**src/hw/rtl/salc_pkg.sv**
```systemverilog
// Shared types and constants for the set-associative LRU cache model.
`timescale 1ns / 1ps
`default_nettype none
package salc_pkg;

    localparam int MAX_SETS  = 256;
    localparam int SET_W     = $clog2(MAX_SETS);
    localparam int MAX_WAYS  = 8;
    localparam int WAY_W     = 3;
    localparam int WAY_CNT_W = 4;
    localparam int TAG_W     = 32;
    localparam int RANK_W    = 3;
    localparam int ADDR_W    = 32;
    localparam int CNT_W     = 32;
    localparam int CMD_W     = 2;
    localparam int SIW_W     = 4;
    localparam int OFW_W     = 5;
    localparam int CFG_IDX_W = 2;
    localparam int CFG_DAT_W = 5;
    localparam int OUT_W     = 104;

    localparam logic [CMD_W-1:0] CMD_FETCH  = 2'd0;
    localparam logic [CMD_W-1:0] CMD_LOAD   = 2'd1;
    localparam logic [CMD_W-1:0] CMD_STORE  = 2'd2;
    localparam logic [CMD_W-1:0] CMD_MODIFY = 2'd3;

    localparam logic [CFG_IDX_W-1:0] CFG_SET_BITS = 2'd0;
    localparam logic [CFG_IDX_W-1:0] CFG_OFS_BITS = 2'd1;
    localparam logic [CFG_IDX_W-1:0] CFG_WAYS     = 2'd2;

    localparam logic [CNT_W-1:0] CNT_MAX = '1;

    typedef enum logic [1:0] {
        ST_IDLE,
        ST_ADDR,
        ST_SCAN,
        ST_UPD
    } state_t;

    // One set: valid bits, tags and LRU ranks of all ways.
    typedef struct packed {
        logic [MAX_WAYS-1:0]             valid;
        logic [MAX_WAYS-1:0][TAG_W-1:0]  tag;
        logic [MAX_WAYS-1:0][RANK_W-1:0] rank;
    } row_t;

    // Findings of a scan over the ways of one set.
    typedef struct packed {
        logic             last;
        logic             hit;
        logic [WAY_W-1:0] hit_way;
        logic             free;
        logic [WAY_W-1:0] free_way;
        logic             zero;
        logic [WAY_W-1:0] zero_way;
    } scan_t;

endpackage
`default_nettype wire

```
**src/hw/rtl/salc_way_scan.sv**
```systemverilog
// Shared tag/rank compare unit, stepped over the ways of a set one per cycle.
`timescale 1ns / 1ps
`default_nettype none
module salc_way_scan (
    input  wire logic                          aclk,
    input  wire logic                          aresetn,
    input  wire logic                          start,
    input  wire logic                          step,
    input  wire salc_pkg::row_t                row,
    input  wire logic [salc_pkg::TAG_W-1:0]     tag,
    input  wire logic [salc_pkg::WAY_CNT_W-1:0] ways_cnt,
    output salc_pkg::scan_t                    scan
);

    logic [salc_pkg::WAY_W-1:0] way_reg;
    logic                       hit_reg;
    logic [salc_pkg::WAY_W-1:0] hit_way_reg;
    logic                       free_reg;
    logic [salc_pkg::WAY_W-1:0] free_way_reg;
    logic                       zero_reg;
    logic [salc_pkg::WAY_W-1:0] zero_way_reg;
    logic                       is_last;
    logic                       match;
    logic                       empty;
    logic                       rank0;

    assign is_last = ({1'b0, way_reg} == (ways_cnt - salc_pkg::WAY_CNT_W'(1)));
    assign match   = row.valid[way_reg] && (row.tag[way_reg] == tag);
    assign empty   = !row.valid[way_reg];
    assign rank0   = (row.rank[way_reg] == '0);

    always_ff @(posedge aclk) begin
        if (!aresetn) begin
            way_reg  <= '0;
            hit_reg  <= 1'b0;
            free_reg <= 1'b0;
            zero_reg <= 1'b0;
        end else if (start) begin
            way_reg  <= '0;
            hit_reg  <= 1'b0;
            free_reg <= 1'b0;
            zero_reg <= 1'b0;
        end else if (step) begin
            // keep only the first way that qualifies
            if (match && !hit_reg) begin
                hit_reg     <= 1'b1;
                hit_way_reg <= way_reg;
            end
            if (empty && !free_reg) begin
                free_reg     <= 1'b1;
                free_way_reg <= way_reg;
            end
            if (rank0 && !zero_reg) begin
                zero_reg     <= 1'b1;
                zero_way_reg <= way_reg;
            end
            if (!is_last) begin
                way_reg <= way_reg + salc_pkg::WAY_W'(1);
            end
        end
    end

    always_comb begin
        scan.last     = is_last;
        scan.hit      = hit_reg;
        scan.hit_way  = hit_way_reg;
        scan.free     = free_reg;
        scan.free_way = free_way_reg;
        scan.zero     = zero_reg;
        scan.zero_way = zero_way_reg;
    end

endmodule
`default_nettype wire

```
**config.mk**
```make
export PLATFORM = sky130hd
export DESIGN_NAME = salc_way_scan
export DESIGN_NICKNAME = d
export VERILOG_FILES = /design/src/hw/rtl/salc_pkg.sv /design/src/hw/rtl/salc_way_scan.sv
export SDC_FILE = /design/constraint.sdc
export NUM_CORES = 1
export LEC_CHECK = 0
export ABC_AREA = 1
export BUFFER_PORTS_ARGS = -buffer_cell sky130_fd_sc_hd__buf_2
export CORE_AREA = 8 8 128 130
export DETAILED_ROUTE_END_ITERATION = 8
export DIE_AREA = 0 0 136 138
export PLACE_DENSITY = 0.64
export SYNTH_ARGS = -nofsm -noshare
export SYNTH_HDL_FRONTEND = slang
export SYNTH_SLANG_ARGS = --single-unit
export TNS_END_PERCENT = 100
```
**constraint.sdc**
```tcl
create_clock -name aclk -period 2.7 [get_ports aclk]
set_input_delay 0.135 -clock aclk [delete_from_list [all_inputs] [get_ports aclk]]
set_output_delay 0.135 -clock aclk [all_outputs]
set_load 0.02 [all_outputs]
```
==> results.env, run 1 <==
SYNTH.TOP_CELLS.BY_COUNT='sky130_fd_sc_hd__nand2_1, sky130_fd_sc_hd__nor2_1, sky130_fd_sc_hd__inv_1'
WORST_EP_REQUIRED_TIME_NS=2.63
POWER.DENSITY_nW_PER_UM2=217.0
FINAL.MIN_CLOCK_PERIOD_NS=2.480
CRITICAL_PATH.TOP_DELAY_FAMILY='simple AND/OR/NAND/NOR gates'
FINAL_LAYOUT_SIZE_SUFFIX_GT1_SHARE_PCT=29.73
FIN_CRIT_SH_PCT=91.84
SHARE_OF_THE_SYNTHESIZED_NETLIST_AREA_TAKEN_BY_XOR_AND_XNOR_GATES_PCT=0.6149
TIMING.CRITICAL_PATH.TO_TYPE='register'
TIMING.FINAL.SETUP_VIOLATIONS=0
CRITPATHMAXSTAGEDELAY_NS=0.37
REGISTER_AREA_UM2=399.1
CRITPATHBUFINV=3
PLACE.GP.CONGESTION=0.8745
MULTIINPUTGATEAREA_UM2=3064
DIE_AREA_UM2=18770
SYNTH-SIMPLE-AREA-SHARE_PCT=62.31
CRIT_PATH_CELL_TRACE='inv_4 > buf_12 > buf_4 > o21ai_0 > nand2_1 > nand2_1 > nand2_1 > nand2_1 > nor2_1 > nand2_1 > nor2_1 > nand3_1 > nor2_1'
AREA_FRACTION_IN_COMPOUND_GATES_AFTER_SYNTHESIS_PCT=8.199
CLOCKBUFFERDEPTH=2
POSTCTSHOLDBUFS=0
FINAL_HOLD_VIOL_COUNT=0
SYNTH.LIB_CELLS_USED.DISTINCT=29
VIAS=6483
ANTENNA_VIOLATING_NETS_POST_ROUTE=0
POWER.IR.VDD_WORST_V=0.0002008
POST_CTS_RESIZE_COUNT=0
NUM-NETS-FINAL=1562
TIMING.CRITICAL_PATH.FROM_TYPE='register'
SETUP.WORST_PATH.CLASS='reg -> reg'
SEQ_AREA_FRAC_SYNTH_PCT=9.136
INITIAL_CORE_UTILIZATION_PCT=29.85
DETAILED_PLACE_HPWL_UM=16240
ANTENNA_FOUND_INITIAL=0
WORST_SLEW_MARGIN_REL_PCT=73.42
ROUTE.DETAILED.VIAS_PER_INST=4.582
POSTCTSSETUPREPAIRBUFS=0
SYNTH.AVG_CELL_AREA_UM2=4.599
GRT_START_MAX_NET_PINS=88
SYNTH_FF_TYPE='sky130_fd_sc_hd__edfxtp_1'
FMAX_MHz=403.3
CP_COMMON_CELL='sky130_fd_sc_hd__nand2_1'
P_LEAK_nW=3.957
SYNTH.CELL_AREA_UM2=4273
CRITICAL_PATH_PEAK_FANOUT=52
CTS.ROOT.BUFFER_CELL='sky130_fd_sc_hd__clkbuf_16'
MUX_CELL_AREA_SHARE_AFTER_SYNTHESIS_PCT=0
POWER.TOTAL_mW=1.347
CLOCK_SKEW_NS=0.005432
DOMINANT_COMBINATIONAL_CELL_FAMILY_BY_AREA_AFTER_SYNTHESIS='simple AND/OR/NAND/NOR gates'
GLOBAL_ROUTE_USAGE_OVER_ALL_LAYERS_PCT=19.71
YOSYS.AREA.TOP_TYPE_SHARE_PCT=31.54
POSTSYNTHCELLCOUNT=929
SYNTHDOMINANTAREACELLTYPE='sky130_fd_sc_hd__nand2_1'
CTS_BUFFERS=3
CTS.CLK_SLEW.WORST_PATHS_NS=0.05
STD_CELL_ROWS=44
YS_FF_LATCH=15
SYNTHTOPCELLSBYAREA='sky130_fd_sc_hd__nand2_1, sky130_fd_sc_hd__nand3_1, sky130_fd_sc_hd__nor2_1'
GRT_REMAINING_OVERFLOW=0
FLOORPLAN.IO_PINS=341
WL_UM=19880
POST-ROUTE-DRC-COUNT=0
WL_PER_CELL_UM=14.05
ANTENNA_CELLS=0
DIE_WIDTH_UM=136
FINALSETUPTNS_NS=0
FINAL.FILL_COUNT=1688
GRT_FIRST_PASS_WIRELENGTH_UM=30710
YOSYSMOSTFREQUENTCELL='sky130_fd_sc_hd__nand2_1'
HP-CLASS='in -> reg'
CP.ARRIVAL_NS=2.41
RUN_STATUS='finished clean'
DETAILEDROUTE.FIRSTITERATIONVIOLATIONS=335
NUMCLOCKSINKS=15
CTS_MAX_LEVEL=1
DIE_H_UM=138
TIGHTEST_SLEW_NS=0.3987
WORSTSKEWPAIRLATENCY_NS=0.24
PLACEABLECOREAREA_UM2=14310
AREA_OVERHEAD_VS_SYNTH_PCT=45.30
SYNTH_ASYNC_SR_FLOP_SHARE_PCT=0
SYN_NETS=1259
RSZ0062_AT_GRT='false'
SYNTH-ADDER-AREA-SHARE_PCT=0.5857
FINAL_MAX_SLEW_VIOLATION_COUNT=0
CAP_VIOL_MAX_COUNT=0
YOSYS_WARNINGS=0
DRT_PRE_ANTENNA_ITERS=5
NUMBER_OF_FLOPS_MAPPED_TO_ENABLE_CELLS_BY_YOSYS=9
TRITONCTS_CLOCK_TREE='done'
IO_BUFFER_COUNT=340
SLOWEST_LIBRARY_CELL_ON_THE_WORST_PATH='sky130_fd_sc_hd__dfxtp_4'
FIRST_GLOBAL_VIAS=6359
==> tightest hold or removal path, cell delays in order <==
cell and delay (ns):
sky130_fd_sc_hd__buf_2 0.07, sky130_fd_sc_hd__nor2_1 0.08, sky130_fd_sc_hd__nand2_1 0.07, sky130_fd_sc_hd__nand2_1 0.04
==> where the power goes <==
group	internal, mW	switching [mW]	total [mW]
Sequential	0.246	0.00375	0.250
Combinational	0.375	0.432	0.807
Clock	0.198	0.0922	0.290
==> cell families after synthesis <==
logic type / count (synthesis)
simple gates: 647
buf+inv: 196
compound gates: 66
flops: 15
xor+xnor: 3
fa+ha+maj: 2
==> through the flow <==
step	area (um^2)	setup WS, ns	hold slack, ns	utilization [%]	instances
CTS	6208	0.2132	0.2070	43.37	1415
finish	6208	0.2204	0.2045	43.37	1415
floorplan	4273	0.7382	0.3149	-	929
global route	6208	0.009706	0.2495	43.37	1415
detailed placement	6128	0.2348	0.4617	42.81	1411
global placement	6128	0.2661	0.4600	42.81	1411
==> path summary, 6_finish.rpt <==
check	from	end	slack, ns	depth (start not counted)
worst max-delay path	way_reg[0]$_SDFFE_PP0P_	hit_way_reg[1]$_DFFE_PP_	0.22	13
worst min-delay path	start	free_reg$_SDFFE_PP0P_	0.20	4
worst max register to register	way_reg[0]$_SDFFE_PP0P_	hit_way_reg[1]$_DFFE_PP_	0.22	13
worst min register to register	free_reg$_SDFFE_PP0P_	free_reg$_SDFFE_PP0P_	0.47	2
==> final cells by class <==
| type | instances | share of cell area, % |
|---|---|---|
| sequential | 15 | 6.429 |
| timing repair buffer | 354 | 30.71 |
| tap | 184 | 3.708 |
| inverter | 140 | 8.505 |
| multi-input combinational | 718 | 49.36 |
| clock inverter | 1 | 0.08061 |
| clock buffer | 3 | 1.209 |
==> routing by layer <==
layer	track usage (%)	share of wire, %
met4	2.024	0.61
met1	24.32	43
met2	35.34	48
met3	3.732	8.6
met5	0	0
==> placed cells by master (no fill, tap or decap), types with 3 or more instances in the layout <==
cell,n
sky130_fd_sc_hd__nand2_1,359
sky130_fd_sc_hd__buf_2,340
sky130_fd_sc_hd__nor2_1,146
sky130_fd_sc_hd__inv_1,137
sky130_fd_sc_hd__nand3_1,113
sky130_fd_sc_hd__o21ai_0,44
sky130_fd_sc_hd__nand3b_1,17
sky130_fd_sc_hd__o21ai_1,10
sky130_fd_sc_hd__edfxtp_1,9
sky130_fd_sc_hd__buf_12,8
sky130_fd_sc_hd__a21oi_1,6
sky130_fd_sc_hd__buf_4,6
sky130_fd_sc_hd__or2_2,3
sky130_fd_sc_hd__nand4_1,3
sky130_fd_sc_hd__nor4_1,3
sky130_fd_sc_hd__o41ai_1,3
sky130_fd_sc_hd__clkbuf_16,3
sky130_fd_sc_hd__dfxtp_1,3
No activity file was read; power rests on OpenSTA's default activity.
==> run 2: changes to the inputs <==
Settings changed: ABC_AREA 1 to unset, BUFFER_PORTS_ARGS -buffer_cell sky130_fd_sc_hd__buf_2 to -buffer_cell sky130_fd_sc_hd__clkbuf_2, CORE_AREA 8 8 128 130 to 8 8 127 129, DIE_AREA 0 0 136 138 to 0 0 135 137, PLACE_DENSITY 0.64 to 0.56.
==> run 2 against run 1 <==
Net effect: sequential share of layout area is 0.94 points higher; register-to-register slack worse by 0.08 ns; power down 14%; clock-buffer cell count stayed put; die area fell by 1.5%; combinational power is 22% lower; non-clock buffer count up 26; maximum frequency shrank 3.2%; critical path depth is 5 lower; largest cell class unchanged; highest routed layer unchanged.
==> results.env, run 2 <==
RUN_STATUS='finished clean'  # unchanged
RSZ0062_AT_GRT='true'  # was false
FINAL.MIN_CLOCK_PERIOD_NS=2.563  # was 2.480 ns
CLOCK_SKEW_NS=0.003619  # was 0.005432 ns
CAP_VIOL_MAX_COUNT=0  # unchanged
CRITICAL_PATH_PEAK_FANOUT=7  # was 52
YOSYSMOSTFREQUENTCELL='sky130_fd_sc_hd__mux2i_1'  # was sky130_fd_sc_hd__nand2_1
TRITONCTS_CLOCK_TREE='done'  # unchanged
WL_UM=16640  # was 19880 um
GLOBAL_ROUTE_USAGE_OVER_ALL_LAYERS_PCT=16.77  # was 19.71%
SYNTH.LIB_CELLS_USED.DISTINCT=35  # was 29
SYNTH_FF_TYPE='sky130_fd_sc_hd__edfxtp_1'  # unchanged
FINAL_MAX_SLEW_VIOLATION_COUNT=0  # unchanged
POWER.DENSITY_nW_PER_UM2=214.9  # was 217.0 nW/um^2
DETAILEDROUTE.FIRSTITERATIONVIOLATIONS=179  # was 335
TIMING.CRITICAL_PATH.TO_TYPE='register'  # unchanged
TIMING.FINAL.SETUP_VIOLATIONS=0  # unchanged
WL_PER_CELL_UM=20.75  # was 14.05 um
ANTENNA_FOUND_INITIAL=0  # unchanged
P_LEAK_nW=2.491  # was 3.957 nW
POSTSYNTHCELLCOUNT=262  # was 929
POSTCTSHOLDBUFS=0  # unchanged
WORSTSKEWPAIRLATENCY_NS=0.25  # was 0.24 ns
FINAL_LAYOUT_SIZE_SUFFIX_GT1_SHARE_PCT=72.65  # was 29.73%
PLACE_WORST_SETUP_SLACK_NS=-0.1554  # was 0.2348 ns
POWER.TOTAL_mW=1.164  # was 1.347 mW
SYNTH.AVG_CELL_AREA_UM2=11.85  # was 4.599 um^2
SYNTHTOPCELLSBYAREA='sky130_fd_sc_hd__mux4_2, sky130_fd_sc_hd__mux2i_1, sky130_fd_sc_hd__edfxtp_1'  # was sky130_fd_sc_hd__nand2_1, sky130_fd_sc_hd__nand3_1, sky130_fd_sc_hd__nor2_1
CLOCKBUFFERDEPTH=2  # unchanged
NUMBER_OF_FLOPS_MAPPED_TO_ENABLE_CELLS_BY_YOSYS=9  # unchanged
FIRST_GLOBAL_VIAS=4406  # was 6359
TIMING.CRITICAL_PATH.FROM_TYPE='register'  # unchanged
YS_FF_LATCH=15  # unchanged
STDCELL_COUNT=802  # was 1415
MOSTFREQUENTLAYOUTCELL='sky130_fd_sc_hd__clkbuf_2'  # was sky130_fd_sc_hd__nand2_1
DIE_H_UM=137  # was 138 um
PLACEABLECOREAREA_UM2=14200  # was 14310 um^2
PLACE.GP.CONGESTION=0.9603  # was 0.8745
ANTENNA_VIOLATING_NETS_POST_ROUTE=0  # unchanged
NUM-NETS-FINAL=949  # was 1562
ANTENNA_CELLS=0  # unchanged
SYNTH.CELL_AREA_UM2=3104  # was 4273 um^2
LAYOUT_SETUP_WS_NS=0.1374  # was 0.2204 ns
CTS_MAX_LEVEL=1  # unchanged
SYNTH.TOP_CELLS.BY_COUNT='sky130_fd_sc_hd__mux2i_1, sky130_fd_sc_hd__mux4_2, sky130_fd_sc_hd__xnor2_1'  # was sky130_fd_sc_hd__nand2_1, sky130_fd_sc_hd__nor2_1, sky130_fd_sc_hd__inv_1
SETUP.WORST_PATH.CLASS='reg -> reg'  # unchanged
DPL.CELL_COUNT=782  # was 1411
SEQ_AREA_FRAC_SYNTH_PCT=12.58  # was 9.136%
FIN_CRIT_SH_PCT=94.91  # was 91.84%
YOSYS_WARNINGS=0  # unchanged
SYNTHDOMINANTAREACELLTYPE='sky130_fd_sc_hd__mux4_2'  # was sky130_fd_sc_hd__nand2_1
POST-ROUTE-DRC-COUNT=0  # unchanged
GRT_START_MAX_NET_PINS=27  # was 88
MOSTFREQUENTLAYOUTCELLS='sky130_fd_sc_hd__clkbuf_2, sky130_fd_sc_hd__mux2i_1, sky130_fd_sc_hd__mux4_2'  # was sky130_fd_sc_hd__nand2_1, sky130_fd_sc_hd__buf_2, sky130_fd_sc_hd__nor2_1
SYNTH_ASYNC_SR_FLOP_SHARE_PCT=0  # unchanged
CP.ARRIVAL_NS=2.52  # was 2.41 ns
DIE_WIDTH_UM=135  # was 136 um
INITIAL_CORE_UTILIZATION_PCT=21.86  # was 29.85%
GRT_FIRST_PASS_WIRELENGTH_UM=24180  # was 30710 um
FLOORPLAN.IO_PINS=341  # unchanged
GRT_REMAINING_OVERFLOW=0  # unchanged
NUMCLOCKSINKS=15  # unchanged
CTS.CLK_SLEW.WORST_PATHS_NS=0.05  # about the same
SYN_NETS=592  # was 1259
TIGHTEST_SLEW_NS=0.5235  # was 0.3987 ns
POWER.IR.VDD_WORST_V=0.0001916  # was 0.0002008 V
DIE_AREA_UM2=18500  # was 18770 um^2
YOSYS.AREA.TOP_TYPE_SHARE_PCT=37.73  # was 31.54%
ROUTE.DETAILED.VIAS_PER_INST=4.804  # was 4.582
VIAS=3853  # was 6483
WORST_SLEW_MARGIN_REL_PCT=64.97  # was 73.42%
IO_BUFFER_COUNT=340  # unchanged
DRT_PRE_ANTENNA_ITERS=4  # was 5
CTS_BUFFERS=3  # unchanged
HP-CLASS='in -> reg'  # unchanged
FINAL_HOLD_VIOL_COUNT=0  # unchanged
WORST_EP_REQUIRED_TIME_NS=2.66  # was 2.63 ns
STD_CELL_ROWS=44  # unchanged
CTS.ROOT.BUFFER_CELL='sky130_fd_sc_hd__clkbuf_16'  # unchanged
DETAILED_PLACE_HPWL_UM=14950  # was 16240 um
AREA_OVERHEAD_VS_SYNTH_PCT=74.57  # was 45.30%
FMAX_MHz=390.2  # was 403.3 MHz
-- run 2: changes by cell type after synthesis, sizes merged, moves of 8 or more --
cell,delta
buf,-21
o21ai,-53
mux2i,+58
mux4,+52
nand2,-358
xnor2,+28
nand3b,-17
inv,-136
nor2,-139
a22oi,+8
nand3,-112
-- run 2: repair_timing --
action	4_1_cts	5_1_grt
pin swaps	1	4
cloned	1	2
buffers inserted	5	8
gates resized for setup	3	11
hold endpoints to repair	0	0
endpoints found under the setup margin	4	6
-- run 2: cell type report --
type,instances,area (um^2)
Clock buffer,3,75.07
Clock inverter,1,5.005
Fill cell,1487,8785
Inverter,3,11.26
Multi-Input combinational cell,216,2555
Sequential cell,15,399.1
Tap cell,184,230.2
Timing Repair Buffer,380,2143
-- run 2: report_power, final --
part | total [mW] | switching [mW] | internal [mW] | leakage [nW]
clock | 0.288 | 0.0906 | 0.198 | 0.0409
sequential | 0.250 | 0.00586 | 0.244 | 0.141
combinational | 0.627 | 0.233 | 0.393 | 2.31
total | 1.16 | 0.330 | 0.835 | 2.49
-- run 2: final timing paths --
| path | from | endpoint | slack, ns | depth (start not counted) |
|---|---|---|---|---|
| setup / recovery | way_reg[0]$_SDFFE_PP0P_ | hit_way_reg[1]$_DFFE_PP_ | 0.14 | 8 |
| hold / removal | step | free_reg$_SDFFE_PP0P_ | 0.18 | 3 |
| setup reg to reg | way_reg[0]$_SDFFE_PP0P_ | hit_way_reg[1]$_DFFE_PP_ | 0.14 | 8 |
| hold reg to reg | free_reg$_SDFFE_PP0P_ | free_reg$_SDFFE_PP0P_ | 0.51 | 2 |
-- run 2: worst max-delay path, cell delays in order, from the launching register on --
cell	delay [ns]
sky130_fd_sc_hd__dfxtp_4	0.44
sky130_fd_sc_hd__buf_4	0.18
sky130_fd_sc_hd__mux4_2	0.51
sky130_fd_sc_hd__mux2i_2	0.21
sky130_fd_sc_hd__xnor2_1	0.10
sky130_fd_sc_hd__nor4_2	0.24
sky130_fd_sc_hd__nand3_1	0.14
sky130_fd_sc_hd__nor4_2	0.26
sky130_fd_sc_hd__buf_4	0.18
-- run 2: metrics by stage --
step / utilization [%] / TNS [ns] / area [um^2] / hold slack, ns
after floorplan: - / 0 / 3104 / 0.2745
after global placement: 35.92 / -0.3957 / 5102 / 0.4274
after detailed placement: 35.92 / -0.4670 / 5102 / 0.4359
after CTS: 37.04 / 0 / 5261 / 0.1817
after global routing: 38.15 / -0.05006 / 5419 / 0.1981
final: 38.15 / 0 / 5419 / 0.1838
-- run 2: cell families (layout without fill, tap and decap cells) --
logic type               count (synthesis)  in the layout  synth area share [%]
multiplexers                           110            110                 56.43
AND/OR/NAND/NOR                         42             42                 7.980
XOR/XNOR                                33             33                 9.311
buffers and inverters                   31            387                 6.328
AO/OA/AOI/OAI                           29             29                 6.570
flip-flops                              15             15                 12.58
adder cells (fa/ha/maj)                  2              2                0.8060
-- run 2: per-layer routing --
metal	share of wire, %	routed length [um]	track usage, %	vias to the layer above
met5	0	0	0	-
met1	38	6326	19.40	1868
met4	1.0	172	2.591	0
met3	8.0	1336	4.369	13
met2	53	8803	30.83	181
li1	-	-	-	1791
==> run 3: changes to the inputs <==
Settings changed: ABC_AREA set to 1, CORE_AREA 8 8 127 129 to 8 8 118 142, DIE_AREA 0 0 135 137 to 0 0 126 150, PLACE_DENSITY 0.56 to 0.63.
==> run 3 against run 2 <==
Net effect: combinational power up 31%; cell area up 15%; clock power about the same; sequential share of layout area down 0.98 points.
==> results.env, run 3 (synthesis gave the netlist of run 1 again) <==
RUN_STATUS='finished clean'  # unchanged
CTS.ROOT.BUFFER_CELL='sky130_fd_sc_hd__clkbuf_16'  # unchanged
CTS_MAX_LEVEL=1  # unchanged
POSTCTSSETUPREPAIRBUFS=0  # was 5
LAYOUT_SETUP_WS_NS=0.3021  # was 0.1374 ns
POST-ROUTE-DRC-COUNT=0  # unchanged
CRITPATHMAXSTAGEDELAY_NS=0.36  # was 0.51 ns
SWITCHING_SHARE_PCT=39.46  # was 28.32%
TIGHTEST_SLEW_NS=0.4995  # was 0.5235 ns
SLOWEST_LIBRARY_CELL_ON_THE_WORST_PATH='sky130_fd_sc_hd__dfxtp_4'  # was sky130_fd_sc_hd__mux4_2
PLACE.GP.CONGESTION=0.8949  # was 0.9603
ANTENNA_VIOLATING_NETS_POST_ROUTE=0  # unchanged
DIE_AREA_UM2=18900  # was 18500 um^2
AREA_OVERHEAD_VS_SYNTH_PCT=45.48  # was 74.57%
WORST_SLEW_MARGIN_REL_PCT=66.70  # was 64.97%
WHS_NS=0.1953  # was 0.1838 ns
TIMING.FINAL.SETUP_VIOLATIONS=0  # unchanged
VIAS=6554  # was 3853
CRITICAL_PATH.TOP_DELAY_FAMILY='simple AND/OR/NAND/NOR gates'  # was multiplexers
NUM-NETS-FINAL=1568  # was 949
FIRST_GLOBAL_VIAS=6574  # was 4406
RRSETUPSLACK_NS=0.30  # was 0.14 ns
CRITPATHBUFINV=2  # unchanged
WORST_EP_REQUIRED_TIME_NS=2.64  # was 2.66 ns
FINAL.FILL_COUNT=1725  # was 1487
DIE_WIDTH_UM=126  # was 135 um
IO_BUFFER_COUNT=340  # unchanged
CAP_VIOL_MAX_COUNT=0  # unchanged
REGISTER_AREA_UM2=396.6  # was 399.1 um^2
MOSTFREQUENTLAYOUTCELLS='sky130_fd_sc_hd__nand2_1, sky130_fd_sc_hd__clkbuf_2, sky130_fd_sc_hd__nor2_1'  # was sky130_fd_sc_hd__clkbuf_2, sky130_fd_sc_hd__mux2i_1, sky130_fd_sc_hd__mux4_2
FMAX_MHz=417.0  # was 390.2 MHz
WORSTHOLDPATHCELLS=4  # was 3
MULTIINPUTGATEAREA_UM2=3067  # was 2555 um^2
WORSTSETUPSTARTPOINT='way_reg[0]$_SDFFE_PP0P_'  # unchanged
CLOCKBUFFERDEPTH=2  # unchanged
WORSTSKEWPAIRLATENCY_NS=0.24  # was 0.25 ns
CP_COMMON_CELL='sky130_fd_sc_hd__nand2_1'
WL_UM=20990  # was 16640 um
CRITICAL_PATH_PEAK_FANOUT=64  # was 7
CTS.CLK_SLEW.WORST_PATHS_NS=0.05  # about the same
POST_CTS_RESIZE_COUNT=0  # was 3
ROUTE.DETAILED.VIAS_PER_INST=4.629  # was 4.804
POWER.DENSITY_nW_PER_UM2=219.3  # was 214.9 nW/um^2
GRT_FIRST_PASS_WIRELENGTH_UM=32560  # was 24180 um
TIMING.CRITICAL_PATH.FROM_TYPE='register'  # unchanged
POWER.IR.VDD_WORST_V=0.0003067  # was 0.0001916 V
POWER.SHARE.SEQUENTIAL_PCT=18.3  # was 21.4%
GRT_START_MAX_NET_PINS=82  # was 27
REG2REG_DEPTH=14  # was 8
P_COMB_SHARE_PCT=60.3  # was 53.8%
DETAILED_PLACE_HPWL_UM=17590  # was 14950 um
P_SW_mW=0.5379  # was 0.3298 mW
CLOCK_SKEW_NS=0.002054  # was 0.003619 ns
INITIAL_CORE_UTILIZATION_PCT=29.28  # was 21.86%
TIMING.CRITICAL_PATH.TO_TYPE='register'  # unchanged
GRT_REMAINING_OVERFLOW=0  # unchanged
STD_CELL_ROWS=49  # was 44
PLACEABLECOREAREA_UM2=14590  # was 14200 um^2
CTS_BUFFERS=3  # unchanged
FINALSETUPTNS_NS=0  # unchanged
POWER.INTERNAL_mW=0.8252  # was 0.8347 mW
DETAILEDROUTE.FIRSTITERATIONVIOLATIONS=278  # was 179
CRIT_PATH_CELL_TRACE='buf_12 > buf_12 > nor2_1 > nor2_1 > nand2_1 > nand3_1 > nand2_1 > nand2_1 > nand2_1 > nor2_1 > nand2_1 > nor2_1 > nand3_1 > nor2_2'  # was buf_4 > mux4_2 > mux2i_2 > xnor2_1 > nor4_2 > nand3_1 > nor4_2 > buf_4
ANTENNA_FOUND_INITIAL=1  # was 0
FINAL_HOLD_VIOL_COUNT=0  # unchanged
NUMCLOCKSINKS=15  # unchanged
PLACE_WORST_SETUP_SLACK_NS=0.2320  # was -0.1554 ns
WL_PER_CELL_UM=14.83  # was 20.75 um
CP.ARRIVAL_NS=2.34  # was 2.52 ns
DIE_H_UM=150  # was 137 um
FINAL_MAX_SLEW_VIOLATION_COUNT=0  # unchanged
SETUP.WORST_PATH.CLASS='reg -> reg'  # unchanged
GLOBAL_ROUTE_USAGE_OVER_ALL_LAYERS_PCT=21.18  # was 16.77%
DRT_PRE_ANTENNA_ITERS=5  # was 4
POSTCTSHOLDBUFS=0  # unchanged
FINAL_LAYOUT_SIZE_SUFFIX_GT1_SHARE_PCT=30.15  # was 72.65%
WORST_R2R_STARTPOINT='way_reg[0]$_SDFFE_PP0P_'  # unchanged
POWER.CLOCK.FRACTION_PCT=21.4  # was 24.8%
CRIT_CELLS=14  # was 8
HP-CLASS='in -> reg'  # unchanged
MIN-DELAY-START='start'  # was step
P_LEAK_nW=4.039  # was 2.491 nW
MOSTFREQUENTLAYOUTCELL='sky130_fd_sc_hd__nand2_1'  # was sky130_fd_sc_hd__clkbuf_2
FLOORPLAN.IO_PINS=341  # unchanged
RSZ0062_AT_GRT='false'  # was true
FIN_CRIT_SH_PCT=88.81  # was 94.91%
TRITONCTS_CLOCK_TREE='done'  # unchanged
FINAL.MIN_CLOCK_PERIOD_NS=2.398  # was 2.563 ns
run 3: final timing paths:
| path | endpoint |
|---|---|
| max | hit_way_reg[1]$_DFFE_PP_ |
| min | free_reg$_SDFFE_PP0P_ |
| max reg2reg | hit_way_reg[1]$_DFFE_PP_ |
| min reg2reg | free_reg$_SDFFE_PP0P_ |
run 3: power by group through the flow:
| stage | clock, mW | combinational [mW] | sequential, mW |
|---|---|---|---|
| 2_1_floorplan | 0 | 0.456 | 0.257 |
| 3_5_place_dp | 0 | 0.827 | 0.254 |
| 3_3_place_gp | 0 | 0.823 | 0.254 |
| 4_1_cts | 0.296 | 0.832 | 0.250 |
| 5_1_grt | 0.306 | 0.947 | 0.250 |
| 6_report | 0.291 | 0.822 | 0.250 |
run 3: layout make-up:
type	instances	area share, %
inverters	140	8.474
clock inverters	1	0.1208
well taps	178	3.583
clock buffers	3	1.208
multi-input cells	718	49.34
diodes	1	0.04026
repair buffers	360	30.86
flip-flops and latches	15	6.381
run 3: layer usage:
metal | vias up | GRT usage [%] | share of wire [%]
li1 | 3443 | - | -
met1 | 2828 | 23.46 | 39
met2 | 257 | 40.05 | 52
met3 | 26 | 4.563 | 7.0
met4 | 0 | 5.244 | 2.4
met5 | - | 0 | 0
run 3: tightest hold or removal path: cells and delay by family:
family	cells	cell delay (ns)
simple gates	3	0.18
buf+inv	1	0.07
run 3: through the flow:
step | util, % | area [um^2] | cells | total power [mW]
3_5_place_dp | 41.97 | 6125 | 1411 | 1.081
3_3_place_gp | 41.97 | 6125 | 1411 | 1.077
4_1_cts | 42.54 | 6207 | 1415 | 1.377
6_report | 42.60 | 6216 | 1416 | 1.363
2_1_floorplan | - | 4273 | 929 | 0.7130
5_1_grt | 42.60 | 6216 | 1416 | 1.503
